## config.mk

```make
export PLATFORM = sky130hd
export DESIGN_NAME = bec_ctrl
export DESIGN_NICKNAME = d
export VERILOG_FILES = /design/src/rtl/bec_pkg.sv /design/src/rtl/bec_ctrl.sv
export SDC_FILE = /design/constraint.sdc
export NUM_CORES = 1
export LEC_CHECK = 0
export BUFFER_PORTS_ARGS = -buffer_cell sky130_fd_sc_hd__buf_2
export CORE_AREA = 2 2 39 41
export DETAILED_ROUTE_END_ITERATION = 10
export DIE_AREA = 0 0 41 43
export GPL_TIMING_DRIVEN = 1
export PLACE_DENSITY_LB_ADDON = 0.1
export RECOVER_POWER = 50
export SYNTH_ARGS = -nofsm -noshare
export SYNTH_HDL_FRONTEND = slang
export SYNTH_SLANG_ARGS = --single-unit
export TNS_END_PERCENT = 1
```

## constraint.sdc

```tcl
create_clock -name clk -period 4.5 [get_ports clk]
set_input_delay 1.125 -clock clk [delete_from_list [all_inputs] [get_ports clk]]
set_output_delay 1.125 -clock clk [all_outputs]
set_load 0.03 [all_outputs]
```

## src/rtl/bec_pkg.sv

```systemverilog
// Package: shared types and constants for the byte entropy classifier.
package bec_pkg;
	localparam int BINS = 256;
	localparam int BIN_W = 8;
	localparam int FRAC_BITS = 16;
	localparam logic [15:0] ENTROPY_MAX = 16'd32768;
	localparam logic [14:0] HIGH_RESET = 15'd28672;
	localparam logic [14:0] MEDIUM_RESET = 15'd20480;
	localparam logic REG_HIGH = 1'b0;
	localparam logic REG_MEDIUM = 1'b1;

	typedef enum logic [3:0] {
		ST_RUN,
		ST_SUM_RD,
		ST_SUM_LOG,
		ST_SUM_ACC,
		ST_WHOLE,
		ST_DIV,
		ST_CLASS,
		ST_CONF,
		ST_OUT
	} bec_state_t;

	typedef struct packed {
		logic clear_bins;
		logic start_log;
		logic acc_part;
		logic load_whole;
		logic start_div;
		logic finish_h;
		logic start_conf;
		logic finish_conf;
		logic next_bin;
	} bec_cmd_t;

	typedef struct packed {
		logic log_busy;
		logic div_busy;
		logic bin_wrap;
		logic count_zero;
		logic packed_flag;
	} bec_sts_t;
endpackage

```

## src/rtl/bec_ctrl.sv

```systemverilog
// Controller state machine for the entropy pass.
module bec_ctrl import bec_pkg::*; (
	input  logic       clk,
	input  logic       arst_n,
	input  logic       last_in,
	input  logic       out_taken,
	input  bec_sts_t   sts,
	output bec_state_t state,
	output bec_cmd_t   cmd
);
	bec_state_t state_q, state_d;

	always_ff @(posedge clk or negedge arst_n) begin
		if (!arst_n) begin
			state_q <= ST_RUN;
		end else begin
			state_q <= state_d;
		end
	end

	always_comb begin
		state_d = state_q;
		unique case (state_q)
			ST_RUN: if (last_in) state_d = ST_SUM_RD;
			ST_SUM_RD: state_d = ST_SUM_LOG;
			ST_SUM_LOG: state_d = ST_SUM_ACC;
			ST_SUM_ACC: begin
				if (!sts.log_busy) begin
					state_d = sts.bin_wrap ? ST_WHOLE : ST_SUM_RD;
				end
			end
			ST_WHOLE: if (!sts.log_busy) state_d = ST_DIV;
			ST_DIV: if (!sts.div_busy) state_d = ST_CLASS;
			ST_CLASS: state_d = ST_CONF;
			ST_CONF: if (!sts.div_busy) state_d = ST_OUT;
			ST_OUT: if (out_taken) state_d = ST_RUN;
			default: state_d = ST_RUN;
		endcase
	end

	always_comb begin
		cmd = '0;
		unique case (state_q)
			ST_SUM_LOG: cmd.start_log = 1'b1;
			ST_SUM_ACC: begin
				if (!sts.log_busy) begin
					cmd.acc_part = 1'b1;
					cmd.next_bin = 1'b1;
					if (sts.bin_wrap) cmd.start_log = 1'b1;
				end
			end
			ST_WHOLE: begin
				if (!sts.log_busy) begin
					cmd.load_whole = 1'b1;
					cmd.start_div = 1'b1;
				end
			end
			ST_DIV: if (!sts.div_busy) cmd.finish_h = 1'b1;
			ST_CLASS: cmd.start_conf = 1'b1;
			ST_CONF: if (!sts.div_busy) cmd.finish_conf = 1'b1;
			ST_OUT: if (out_taken) cmd.clear_bins = 1'b1;
			default: ;
		endcase
	end

	assign state = state_q;
endmodule

```

# Word level (Yosys, flattened, before mapping)
# Index checks and enable logic that the tools add are counted.
[op_classes] eq_ne=14 n_mux=22 n_reduce_logical=2
[ops] cell="case mux 4 bit (9 select lines)" count=1
[ops] cell="two-way mux 4 bit" count=6
[ops] cell="equality test 4 x 3 -> 1 bit (second input constant)" count=4
[ops] cell="!= test 2 bit (second input constant)" count=6
[ops] cell="two-way mux 1 bit" count=10
[ops] cell="equality test 4 x 2 -> 1 bit (second input constant)" count=2
[ops] cell="two-way mux 2 bit" count=3
[ops] cell="AND reduction 6 bit" count=1
[ops] cell="equality test 4 x 1 -> 1 bit (second input constant)" count=1
[ops] cell="equality test 4 bit (second input constant)" count=1
[ops] cell="zero test 4 bit" count=1
[ops] cell="two-way mux 3 bit" count=1
[ops] cell="case mux 1 bit (2 select lines)" count=1
[word_totals] register_bits=4 in_bits=9 output_inout_bits=13

# Depth between registers and ports, before layout
# Gate-level depths: netlist of run 1.
[depth] word_depth=3 ltp_mapped=5 mapped_depth_nobuf=4

# Worst setup path after synthesis of run 1
# Ideal clock, no wire load.
[synth_timing] path_type="input port to output port" startpoint="in sts[4] in the netlist's numbering" endpoint="out cmd[7] in the netlist's numbering" arrival_time_ns=2.833 t_required_ns=3.375 path_slack_ns=0.542 cell_stages=2 n_path_buf=0 cell_sequence="nand2b_1 -> a2111oi_0"
[synth_rtl] element="start, declared" line="bec_ctrl.sv:7" source="input bec_sts_t sts,"
[synth_rtl] element="end, declared" line="bec_ctrl.sv:9" source="output bec_cmd_t cmd"

==> results of run 1 <==
-- worst max-delay path: cells and delay by family --
family	cells	cell delay, ps
and+or+nand+nor	1	130
buffers and inverters	2	390
AOI/OAI and AO/OA	1	410
-- worst max-delay path by stage --
stage                       from  endpoint  cells after the start
final                     sts[4]    cmd[7]                      4
after global routing      sts[4]    cmd[7]                      4
after CTS                 sts[4]    cmd[7]                      4
after detailed placement  sts[4]    cmd[7]                      4
after global placement    sts[4]    cmd[7]                      4
after floorplan           sts[4]    cmd[7]                      2
-- power breakdown --
part           switching [mW]  leakage [nW]  internal, mW
Clock                  0.0157        0.0138        0.0299
Combinational           0.123         0.141        0.0695
Sequential             0.0421        0.0497        0.0512
Total                   0.181         0.205         0.151
-- metal layers --
layer / track usage [%] / vias to the layer above
li1: - / 183
met1: 18.5 / 173
met2: 14.4 / 15
met3: 4.71 / 0
met4: 4.00 / 0
met5: 0 / -
-- area by class of cell --
| cell class | instances | area, µm² | area share [%] |
|---|---|---|---|
| Tap cell | 16 | 20.0 | 4.72 |
| Sequential cell | 4 | 100 | 23.6 |
| Inverter | 3 | 11.3 | 2.65 |
| Multi-Input combinational cell | 30 | 180 | 42.5 |
| Timing Repair Buffer | 19 | 90.1 | 21.2 |
| Clock buffer | 3 | 22.5 | 5.31 |
-- cells in the final DEF (no fill, tap or decap) --
cell type  Yosys  layout
buf_2          1      15
dfrtp_1        4       4
o21bai_1       1       1
clkbuf_1       2       4
inv_1          3       3
a31o_2         1       1
nor4_1         2       2
mux2_4         1       1
or3_1          1       1
a211oi_1       1       1
a2111oi_0      1       1
clkbuf_4       0       3
o21ai_0        1       1
nor3_1         4       4
o22ai_1        1       1
nand3_1        1       1
a31oi_1        1       1
nand2b_1       3       3
nor2_1         4       4
a21oi_1        3       3
or4_1          2       2
nand2_1        2       2
-- stage by stage --
stage / hold slack, ps / setup WS, ps / util (%) / cells
after floorplan: 766 / 542 / - / 42
after global routing: 716 / 1270 / 30.7 / 75
after detailed placement: 682 / 1310 / 29.4 / 72
after CTS: 676 / 1300 / 31.0 / 75
final: 691 / 1320 / 30.7 / 75
after global placement: 705 / 1370 / 29.4 / 72
-- kinds of logic after synthesis --
| logic type | count (synthesis) | share of synthesized area [%] |
|---|---|---|
| compound gates | 10 | 20.4 |
| flops | 4 | 31.4 |
| simple gates | 19 | 31.4 |
| mux | 1 | 4.70 |
| buf+inv | 8 | 12.2 |
-- cells in the mapped netlist --
cell       count
dfrtp_1        4
nor2_1         4
nor3_1         4
a21oi_1        3
inv_1          3
nand2b_1       3
buf_4          2
clkbuf_1       2
nand2_1        2
nor4_1         2
or4_1          2
a2111oi_0      1
a211oi_1       1
a31o_2         1
a31oi_1        1
buf_2          1
mux2_4         1
nand3_1        1
o21ai_0        1
o21bai_1       1
o22ai_1        1
or3_1          1
==> metrics.cfg, run 1 <==
[run_status]
outcome = complete, no violations

[sta]
maxSlewHeadroom_pct = 74.6
rsz0062_at_grt = false
fin_tns_setup_ps = 0
fmax_mhz = 314
tightest_slew_ps = 371
finalCriticalPeriod_ps = 3180
drv_slew = 0
final_hold_viol_count = 0
finalCritPeriodShare_pct = 70.8
finalClockSkew_ps = 2.80
setup_viol = 0

[setup_path]
endpoint_kind = primary output
slowest_delay_ps = 410
crit_path_top_delay_cell = a2111oi_0
path_class = input pin to primary output
crit_fanout = 4
cp-start-kind = input pin
crit_top_cell = buf_2
reg2reg_slack_ps = 2750
cp.required_ps = 3380
r2r-start = state[0]
reg2regPathDepth = 4
crit_path_cell_trace = buf_2, nand2b_1, a2111oi_0, buf_2
r2r_end = state[0]
cp.arrival_ps = 2060

[routing]
wl_per_cell_um = 12.4
wl_um = 931
top_layer_used = met3
wl_met1_um = 449
wl_met3_um = 76
route.detailed.drc = 0
dr.pass1.iters = 4
met2_length_um = 405
viasPerCell = 4.95
num_vias = 371
initialDrtViolationCount = 4
ant_nets = 0

[worst_hold_path]
min_from = state[1]
hold_class = register to register
whs_endpoint = state[1]
hold_depth = 2

[placed_design]
port_buffers = 19
place_congestion = 0.726
place_area_um2 = 407
dpl.hpwl_um = 664

[clock_tree]
root_buffer = clkbuf_4
clkTransAtPathRegs_ps = 40
clk_path_buf_depth = 2
cts_tree = built
ctsResizeCount = 0
clk_latency_ps = 240
postCtsSetupBuffers = 0
cts.htree.levels = 1
clkSinkCount = 4
numCtsBuffers = 3
ctsHoldBuffers = 0

[cells_and_area]
fillerInstances = 168
nets = 70
drive_gt1_share_pct = 33.9
largest_register_ffs = 4
syn_to_final_growth_pct = 32.9
diodes = 0
final_area_um2 = 424

[logic_synthesis]
synth_area_leaders = dfrtp_1 31%, nor3_1 6.3%, nand2b_1 5.9%
yosysWarnings = 0
synth.distinct_cells = 22
synth.avg_cell_area_um2 = 7.60
synth.net_count = 51
synthCells = 42
ys_ff_latch = 4
synth_top_area_cell = dfrtp_1
netlist.area_leader.share_pct = 31.4
seq_area_frac_synth_pct = 31.4
netlist_area_um2 = 319

[grt]
grt_pass1_wl_um = 1420
track_usage_pct = 11.9
grt_pass1_vias = 306
grt.overflow.total = 0
grt_max_degree = 14
antenna_found_initial = 0

[run]
cap_violations = 0

[floorplanning]
die_y_um = 43
num_rows = 14
core_area_mm2 = 0.00138
die-width_um = 41
initial_core_util_pct = 23.1
io_pins = 22
fp.dieArea_mm2 = 0.00176

[power]
leakage_nw = 0.205
powerDensity_mw_per_mm2 = 782
vdd_drop_max_uv = 196
p_total_mw = 0.332

Note: power is estimated with default switching activity, not from simulation.
==> run 2, diff against run 1 <==
--- a/config.mk
+++ b/config.mk
@@ -5,10 +5,11 @@
 export SDC_FILE = /design/constraint.sdc
 export NUM_CORES = 1
 export LEC_CHECK = 0
+export ABC_AREA = 1
 export BUFFER_PORTS_ARGS = -buffer_cell sky130_fd_sc_hd__buf_2
-export CORE_AREA = 2 2 39 41
+export CORE_MARGIN = 2
+export CORE_UTILIZATION = 30
 export DETAILED_ROUTE_END_ITERATION = 10
-export DIE_AREA = 0 0 41 43
 export GPL_TIMING_DRIVEN = 1
 export PLACE_DENSITY_LB_ADDON = 0.1
 export RECOVER_POWER = 50
==> constraint.sdc (replaced) <==
create_clock -name clk -period 2.6 [get_ports clk]
set_input_delay 0.65 -clock clk [delete_from_list [all_inputs] [get_ports clk]]
set_output_delay 0.65 -clock clk [all_outputs]
set_load 0.03 [all_outputs]
==> run 2 against run 1 <==
  * First-iteration DRC count unchanged
  * Critical path depth up 1
  * Cell count rose by 19%
==> metrics.cfg, run 2 <==
[run_status]
outcome = complete, no violations  ; unchanged

[clock_tree]
clkTransAtPathRegs_ps = 40  ; about the same
clkSinkCount = 4  ; unchanged
ctsResizeCount = 0  ; unchanged
clk_path_buf_depth = 2  ; unchanged
clk_latency_ps = 240  ; about the same
cts.htree.levels = 1  ; unchanged
root_buffer = clkbuf_4  ; unchanged
postCtsSetupBuffers = 0  ; unchanged
numCtsBuffers = 3  ; unchanged
cts_tree = built  ; unchanged
ctsHoldBuffers = 0  ; unchanged

[routing]
initialDrtViolationCount = 4  ; unchanged
ant_nets = 0  ; unchanged
viasPerCell = 4.75  ; was 4.95
wl_met3_um = 56  ; was 76 µm
dr.pass1.iters = 4  ; unchanged
route.detailed.drc = 0  ; unchanged
num_vias = 423  ; was 371
met2_length_um = 404  ; was 405 µm
wl_per_cell_um = 10.7  ; was 12.4 µm
wl_met1_um = 473  ; was 449 µm
top_layer_used = met4  ; was met3
wl_um = 949  ; was 931 µm

[grt]
grt.overflow.total = 0  ; unchanged
antenna_found_initial = 0  ; unchanged
grt_max_degree = 11  ; was 14
track_usage_pct = 15.4  ; was 11.9%
grt_pass1_wl_um = 1580  ; was 1420 µm
grt_pass1_vias = 332  ; was 306

[cells_and_area]
final_common_cell = buf_2  ; unchanged
fin_cells = 89  ; was 75
layout_common_cells = 16 x buf_2, 13 x nand2_1, 5 x inv_1, 5 x nor2_1, 5 x nand3_1  ; was 15 x buf_2, 4 x nor3_1, 4 x nor2_1, 4 x clkbuf_1, 4 x dfrtp_1
drive_gt1_share_pct = 35.1  ; was 33.9%
nets = 85  ; was 70
final_util_pct = 37.5  ; was 30.7%
diodes = 0  ; unchanged
largest_register_ffs = 4  ; unchanged
syn_to_final_growth_pct = 18.5  ; was 32.9%

[floorplanning]
die-width_um = 40.8  ; was 41 µm
die_y_um = 40.8  ; was 43 µm
initial_core_util_pct = 31.6  ; was 23.1%
core_area_mm2 = 0.00128  ; was 0.00138 mm²
fp.dieArea_mm2 = 0.00167  ; was 0.00176 mm²
num_rows = 13  ; was 14
io_pins = 22  ; unchanged

[power]
vdd_drop_max_uv = 487  ; was 196 µV
leakage_nw = 0.275  ; was 0.205 nW
powerDensity_mw_per_mm2 = 1260  ; was 782 mW/mm²

[sta]
finalClockSkew_ps = 5.12  ; was 2.80 ps
finalCritPeriodShare_pct = 82.5
finalCriticalPeriod_ps = 2140
final_hold_viol_count = 0  ; unchanged
tightest_slew_ps = 385  ; was 371 ps
rsz0062_at_grt = false  ; unchanged
setup_viol = 0  ; unchanged
fmax_mhz = 466
maxSlewHeadroom_pct = 74.3  ; was 74.6%
drv_slew = 0  ; unchanged
fin_tns_setup_ps = 0  ; unchanged

[setup_path]
endpoint_kind = primary output  ; unchanged
crit_top_cell = nand2_1  ; was buf_2
crit_path_cell_trace = nand2_1, nor2_2, nand2_1, o32ai_1, buf_2  ; was buf_2, nand2b_1, a2111oi_0, buf_2
cp.arrival_ps = 1490  ; was 2060 ps
path_class = register to primary output  ; was input pin to primary output
r2r-start = state[0]  ; unchanged
reg2reg_slack_ps = 1180  ; was 2750 ps
critPathBufInv = 1  ; was 2
slowest_delay_ps = 530  ; was 410 ps
cp-start-kind = register  ; was input pin
cp_top_family = flip-flops  ; was compound AO/OA/AOI/OAI gates
reg2regPathDepth = 7  ; was 4
r2r_end = state[1]  ; was state[0]
crit_fanout = 9  ; was 4
cp.required_ps = 1950  ; was 3380 ps
crit_path_top_delay_cell = dfrtp_1  ; was a2111oi_0

[run]
cap_violations = 0  ; unchanged

[worst_hold_path]
hold_class = input pin to asynchronous set/reset pin  ; was register to register

[logic_synthesis]
synth_area_leaders = dfrtp_1 25%, nand2_1 11%, nor2_4 8.3%  ; was dfrtp_1 31%, nor3_1 6.3%, nand2b_1 5.9%
yosysWarnings = 0  ; unchanged
synth.most_common_cell = nand2_1
async_flop_share_pct = 100  ; unchanged
dominantRegCellSynth = dfrtp_1  ; unchanged
ys_ff_latch = 4  ; unchanged
synth-edff-count = 0  ; unchanged
synth.avg_cell_area_um2 = 7.26  ; was 7.60 µm²
synth.distinct_cells = 22  ; unchanged
synth.top_cells.by_count = 12 x nand2_1, 5 x nor2_1, 4 x dfrtp_1, 4 x inv_1  ; was 4 x dfrtp_1, 4 x nor2_1, 4 x nor3_1
seq_area_frac_synth_pct = 24.6  ; was 31.4%
synth.net_count = 65  ; was 51
synthCells = 56  ; was 42
netlist_area_um2 = 407  ; was 319 µm²
netlist.area_leader.share_pct = 24.6  ; was 31.4%
synth_top_area_cell = dfrtp_1  ; unchanged

[placed_design]
place_congestion = 0.744  ; was 0.726
dpl.hpwl_um = 763  ; was 664 µm
post-place-cells = 86  ; was 72
port_buffers = 19  ; unchanged

==> run 2: cell types whose count changed after synthesis, moves of 3 or more <==
cell,delta
inv_2,+3
nand2_1,+10
nand2b_1,-3
nand4_1,+3
nor2_4,+3
==> run 2: report_power, final <==
group / internal, mW / switching [mW]
clock: 0.0516 / 0.0251
sequential: 0.0884 / 0.0523
combinational: 0.122 / 0.268
total: 0.262 / 0.345
==> run 2: routing by layer <==
layer,vias to the layer above,track usage [%]
li1,221,-
met1,188,21.1
met2,12,19.1
met3,2,6.52
met4,0,10.0
met5,-,0
==> run 2: per-stage QoR <==
step | area, µm² | power, mW | setup slack (ps) | hold WS, ps
CTS | 505 | 0.640 | 473 | 201
floorplan | 407 | 0.486 | 125 | 354
detailed placement | 483 | 0.556 | 718 | 459
finish | 482 | 0.607 | 456 | 230
global placement | 483 | 0.560 | 707 | 457
global route | 482 | 0.676 | 352 | 241
==> run 2: worst reg2reg max path, stage by stage (launching register included) <==
cell     delay, ps
dfrtp_1        530
nand2_1        170
inv_1          140
nand3_1        100
nand3_1        190
nor2_4          50
nand2_1         50
nand2_1         50
==> run 2: kinds of logic after synthesis <==
logic type             synth area share (%)
AND/OR/NAND/NOR                        49.5
buffers and inverters                  15.7
AO/OA/AOI/OAI                          10.2
flip-flops                             24.6
==> run 2: cell type report <==
class | count | area (µm²)
Multi-Input combinational cell | 41 | 223
Tap cell | 15 | 18.8
Clock buffer | 3 | 22.5
Sequential cell | 4 | 100
Fill cell | 153 | 803
Timing Repair Buffer | 19 | 91.3
Inverter | 7 | 26.3
==> run 2: worst max path at each step <==
stage	start	to	slack, ps	depth (start not counted)
2_1_floorplan	state[0]	cmd[6]	120	4
3_3_place_gp	state[3]	cmd[7]	710	6
3_5_place_dp	sts[4]	cmd[6]	720	3
4_1_cts	state[3]	cmd[7]	470	6
5_1_grt	state[0]	cmd[7]	350	5
6_report	state[0]	cmd[7]	460	5
==> run 3, diff against run 2 <==
==> constraint.sdc (replaced) <==
create_clock -name clk -period 1.9 [get_ports clk]
set_input_delay 0.475 -clock clk [delete_from_list [all_inputs] [get_ports clk]]
set_output_delay 0.475 -clock clk [all_outputs]
set_load 0.03 [all_outputs]
==> run 3 against run 2 <==
  * Wire length increased by 3.6%
  * Cell area is 14% higher
  * Via count increased by 2.6%
  * Count of clock-buffer cells in the layout stayed put
  * Worst hold slack got worse by 170 ps
  * Cell count grew 3.4%
  * Clock power rose by 34%
  * Sequential power is 28% higher
  * Largest cell class unchanged
  * Setup slack worse by 380 ps
  * Register-to-register slack worse by 590 ps
  * Core utilization up 5.4 points
  * Critical path type unchanged
==> metrics.cfg, run 3 (synthesis gave the netlist of run 2 again) <==
[sta]
finalWorstSetupSlack_ps = 77.7  ; was 456 ps
rsz0062_at_grt = true  ; was false
finalCritPeriodShare_pct = 95.9
finalClockSkew_ps = 2.54  ; was 5.12 ps
maxSlewHeadroom_pct = 83.6  ; was 74.3%
setup_viol = 0  ; unchanged
finalCriticalPeriod_ps = 1820
final_hold_viol_count = 0  ; unchanged
fin_hold_ws_ps = 61.9  ; was 230 ps
fmax_mhz = 549
fin_tns_setup_ps = 0  ; unchanged
drv_slew = 0  ; unchanged
tightest_slew_ps = 245  ; was 385 ps

[grt]
grt.overflow.total = 0  ; unchanged
grt_pass1_wl_um = 1600  ; was 1580 µm
grt_max_degree = 10  ; was 11
antenna_found_initial = 0  ; unchanged
grt_pass1_vias = 391  ; was 332
track_usage_pct = 14.9  ; was 15.4%

[floorplanning]
die_y_um = 40.8  ; unchanged
initial_core_util_pct = 31.6  ; unchanged
core_area_mm2 = 0.00128  ; unchanged
die-width_um = 40.8  ; unchanged
num_rows = 13  ; unchanged
fp.dieArea_mm2 = 0.00167  ; unchanged
io_pins = 22  ; unchanged

[setup_path]
cp-start-kind = register  ; unchanged
r2r-start = state[0]  ; unchanged
reg2reg_slack_ps = 590  ; was 1180 ps
r2r_end = state[1]  ; unchanged
endpoint_kind = primary output  ; unchanged
path_class = register to primary output  ; unchanged
crit_top_cell = nand2_1  ; unchanged
reg2regPathDepth = 7  ; unchanged
cp.required_ps = 1420  ; was 1950 ps
cp.arrival_ps = 1350  ; was 1490 ps
crit_fanout = 5  ; was 9
slowest_delay_ps = 430  ; was 530 ps
crit_path_cell_trace = inv_2, nand2_1, nor2_2, nand2_1, o32ai_1, buf_4  ; was nand2_1, nor2_2, nand2_1, o32ai_1, buf_2
crit_path_top_delay_cell = dfrtp_2  ; was dfrtp_1

[cells_and_area]
seq_area_um2 = 103  ; was 100 µm²
layout_common_cells = 14 x buf_2, 13 x nand2_1, 6 x buf_4  ; was 16 x buf_2, 13 x nand2_1, 5 x inv_1, 5 x nor2_1, 5 x nand3_1
fin_cells = 92  ; was 89
syn_to_final_growth_pct = 35.4  ; was 18.5%
multi_input_area_um2 = 254  ; was 223 µm²
largest_register_ffs = 4  ; unchanged
diodes = 0  ; unchanged
final_common_cell = buf_2  ; unchanged
nets = 88  ; was 85
drive_gt1_share_pct = 50.6  ; was 35.1%
fillerInstances = 143  ; was 153

[clock_tree]
clk_path_buf_depth = 2  ; unchanged
clk_latency_ps = 230  ; was 240 ps
numCtsBuffers = 3  ; unchanged
cts_tree = built  ; unchanged
root_buffer = clkbuf_4  ; unchanged
clkSinkCount = 4  ; unchanged
postCtsSetupBuffers = 0  ; unchanged
ctsResizeCount = 0  ; unchanged
cts.htree.levels = 1  ; unchanged
clkTransAtPathRegs_ps = 40  ; about the same
ctsHoldBuffers = 0  ; unchanged

[power]
powerDensity_mw_per_mm2 = 1680  ; was 1260 mW/mm²
leakage_nw = 0.302  ; was 0.275 nW
p_total_mw = 0.923  ; was 0.607 mW
switchingPower_mw = 0.506  ; was 0.345 mW
vdd_drop_max_uv = 726  ; was 487 µV
p_comb_share_pct = 69.3  ; was 64.2%
netSwitchingFraction_pct = 54.8  ; was 56.8%
clkPwrFrac_pct = 11.2  ; was 12.6%
power_frac_seq_pct = 19.5  ; was 23.2%
p_int_mw = 0.418  ; was 0.262 mW

[routing]
viasPerCell = 4.72  ; was 4.75
initialDrtViolationCount = 7  ; was 4
ant_nets = 0  ; unchanged
route.detailed.drc = 0  ; unchanged
wl_um = 983  ; was 949 µm
wl_per_cell_um = 10.7  ; about the same
num_vias = 434  ; was 423
dr.pass1.iters = 4  ; unchanged

[placed_design]
port_buffers = 19  ; unchanged
dpl.hpwl_um = 826  ; was 763 µm
post-place-cells = 89  ; was 86
dp_slack_ps = 278  ; was 718 ps
place_congestion = 0.827  ; was 0.744

[worst_hold_path]
hold_class = input pin to asynchronous set/reset pin  ; unchanged

[run_status]
outcome = complete, no violations  ; unchanged

[run]
cap_violations = 0  ; unchanged

-- run 3: cell types whose count changed in the layout (fill, tap and decap cells not counted), sizes merged --
cell    previous run  this run
clkbuf             6         5
buf               16        20
-- run 3: power groups by stage --
stage                     Combinational [mW]  Sequential, mW  Clock (mW)
after detailed placement               0.635           0.177           0
after global placement                 0.638           0.178           0
final                                  0.640           0.180       0.103
after global routing                   0.707           0.185       0.118
after floorplan                        0.454           0.222           0
after CTS                              0.638           0.176       0.109
-- run 3: worst max-delay path by stage --
| stage | from | endpoint | slack [ps] | cells after the start |
|---|---|---|---|---|
| 2_1_floorplan | state[3] | cmd[7] | -180 | 4 |
| 3_3_place_gp | state[0] | cmd[4] | 270 | 5 |
| 3_5_place_dp | state[0] | cmd[4] | 280 | 5 |
| 4_1_cts | state[0] | cmd[4] | 20 | 5 |
| 5_1_grt | state[0] | cmd[8] | -30 | 5 |
| 6_report | state[2] | cmd[7] | 80 | 6 |
-- run 3: critical path: cells and delay by family, from the launching register on --
| kind | cells | cell delay, ps |
|---|---|---|
| compound gates | 1 | 120 |
| buf+inv | 2 | 280 |
| flops | 1 | 430 |
| simple gates | 3 | 280 |
-- run 3: stage by stage --
step	util, %	cell area [µm²]
finish	42.8	551
global route	42.8	551
global placement	40.2	517
floorplan	-	418
CTS	42.0	539
detailed placement	40.2	517
-- run 3: cell type report --
type / instances / share of cell area (%)
Clock buffer: 3 / 4.09
Inverter: 7 / 4.77
Multi-Input combinational cell: 41 / 46.1
Sequential cell: 4 / 18.6
Tap cell: 15 / 3.41
Timing Repair Buffer: 22 / 23.0
-- run 3: layer usage --
metal  track usage (%)  wire length (µm)
met1              19.4               472
met2              23.8               459
met3              4.89                51
met4              2.50                 0
met5                 0                 0
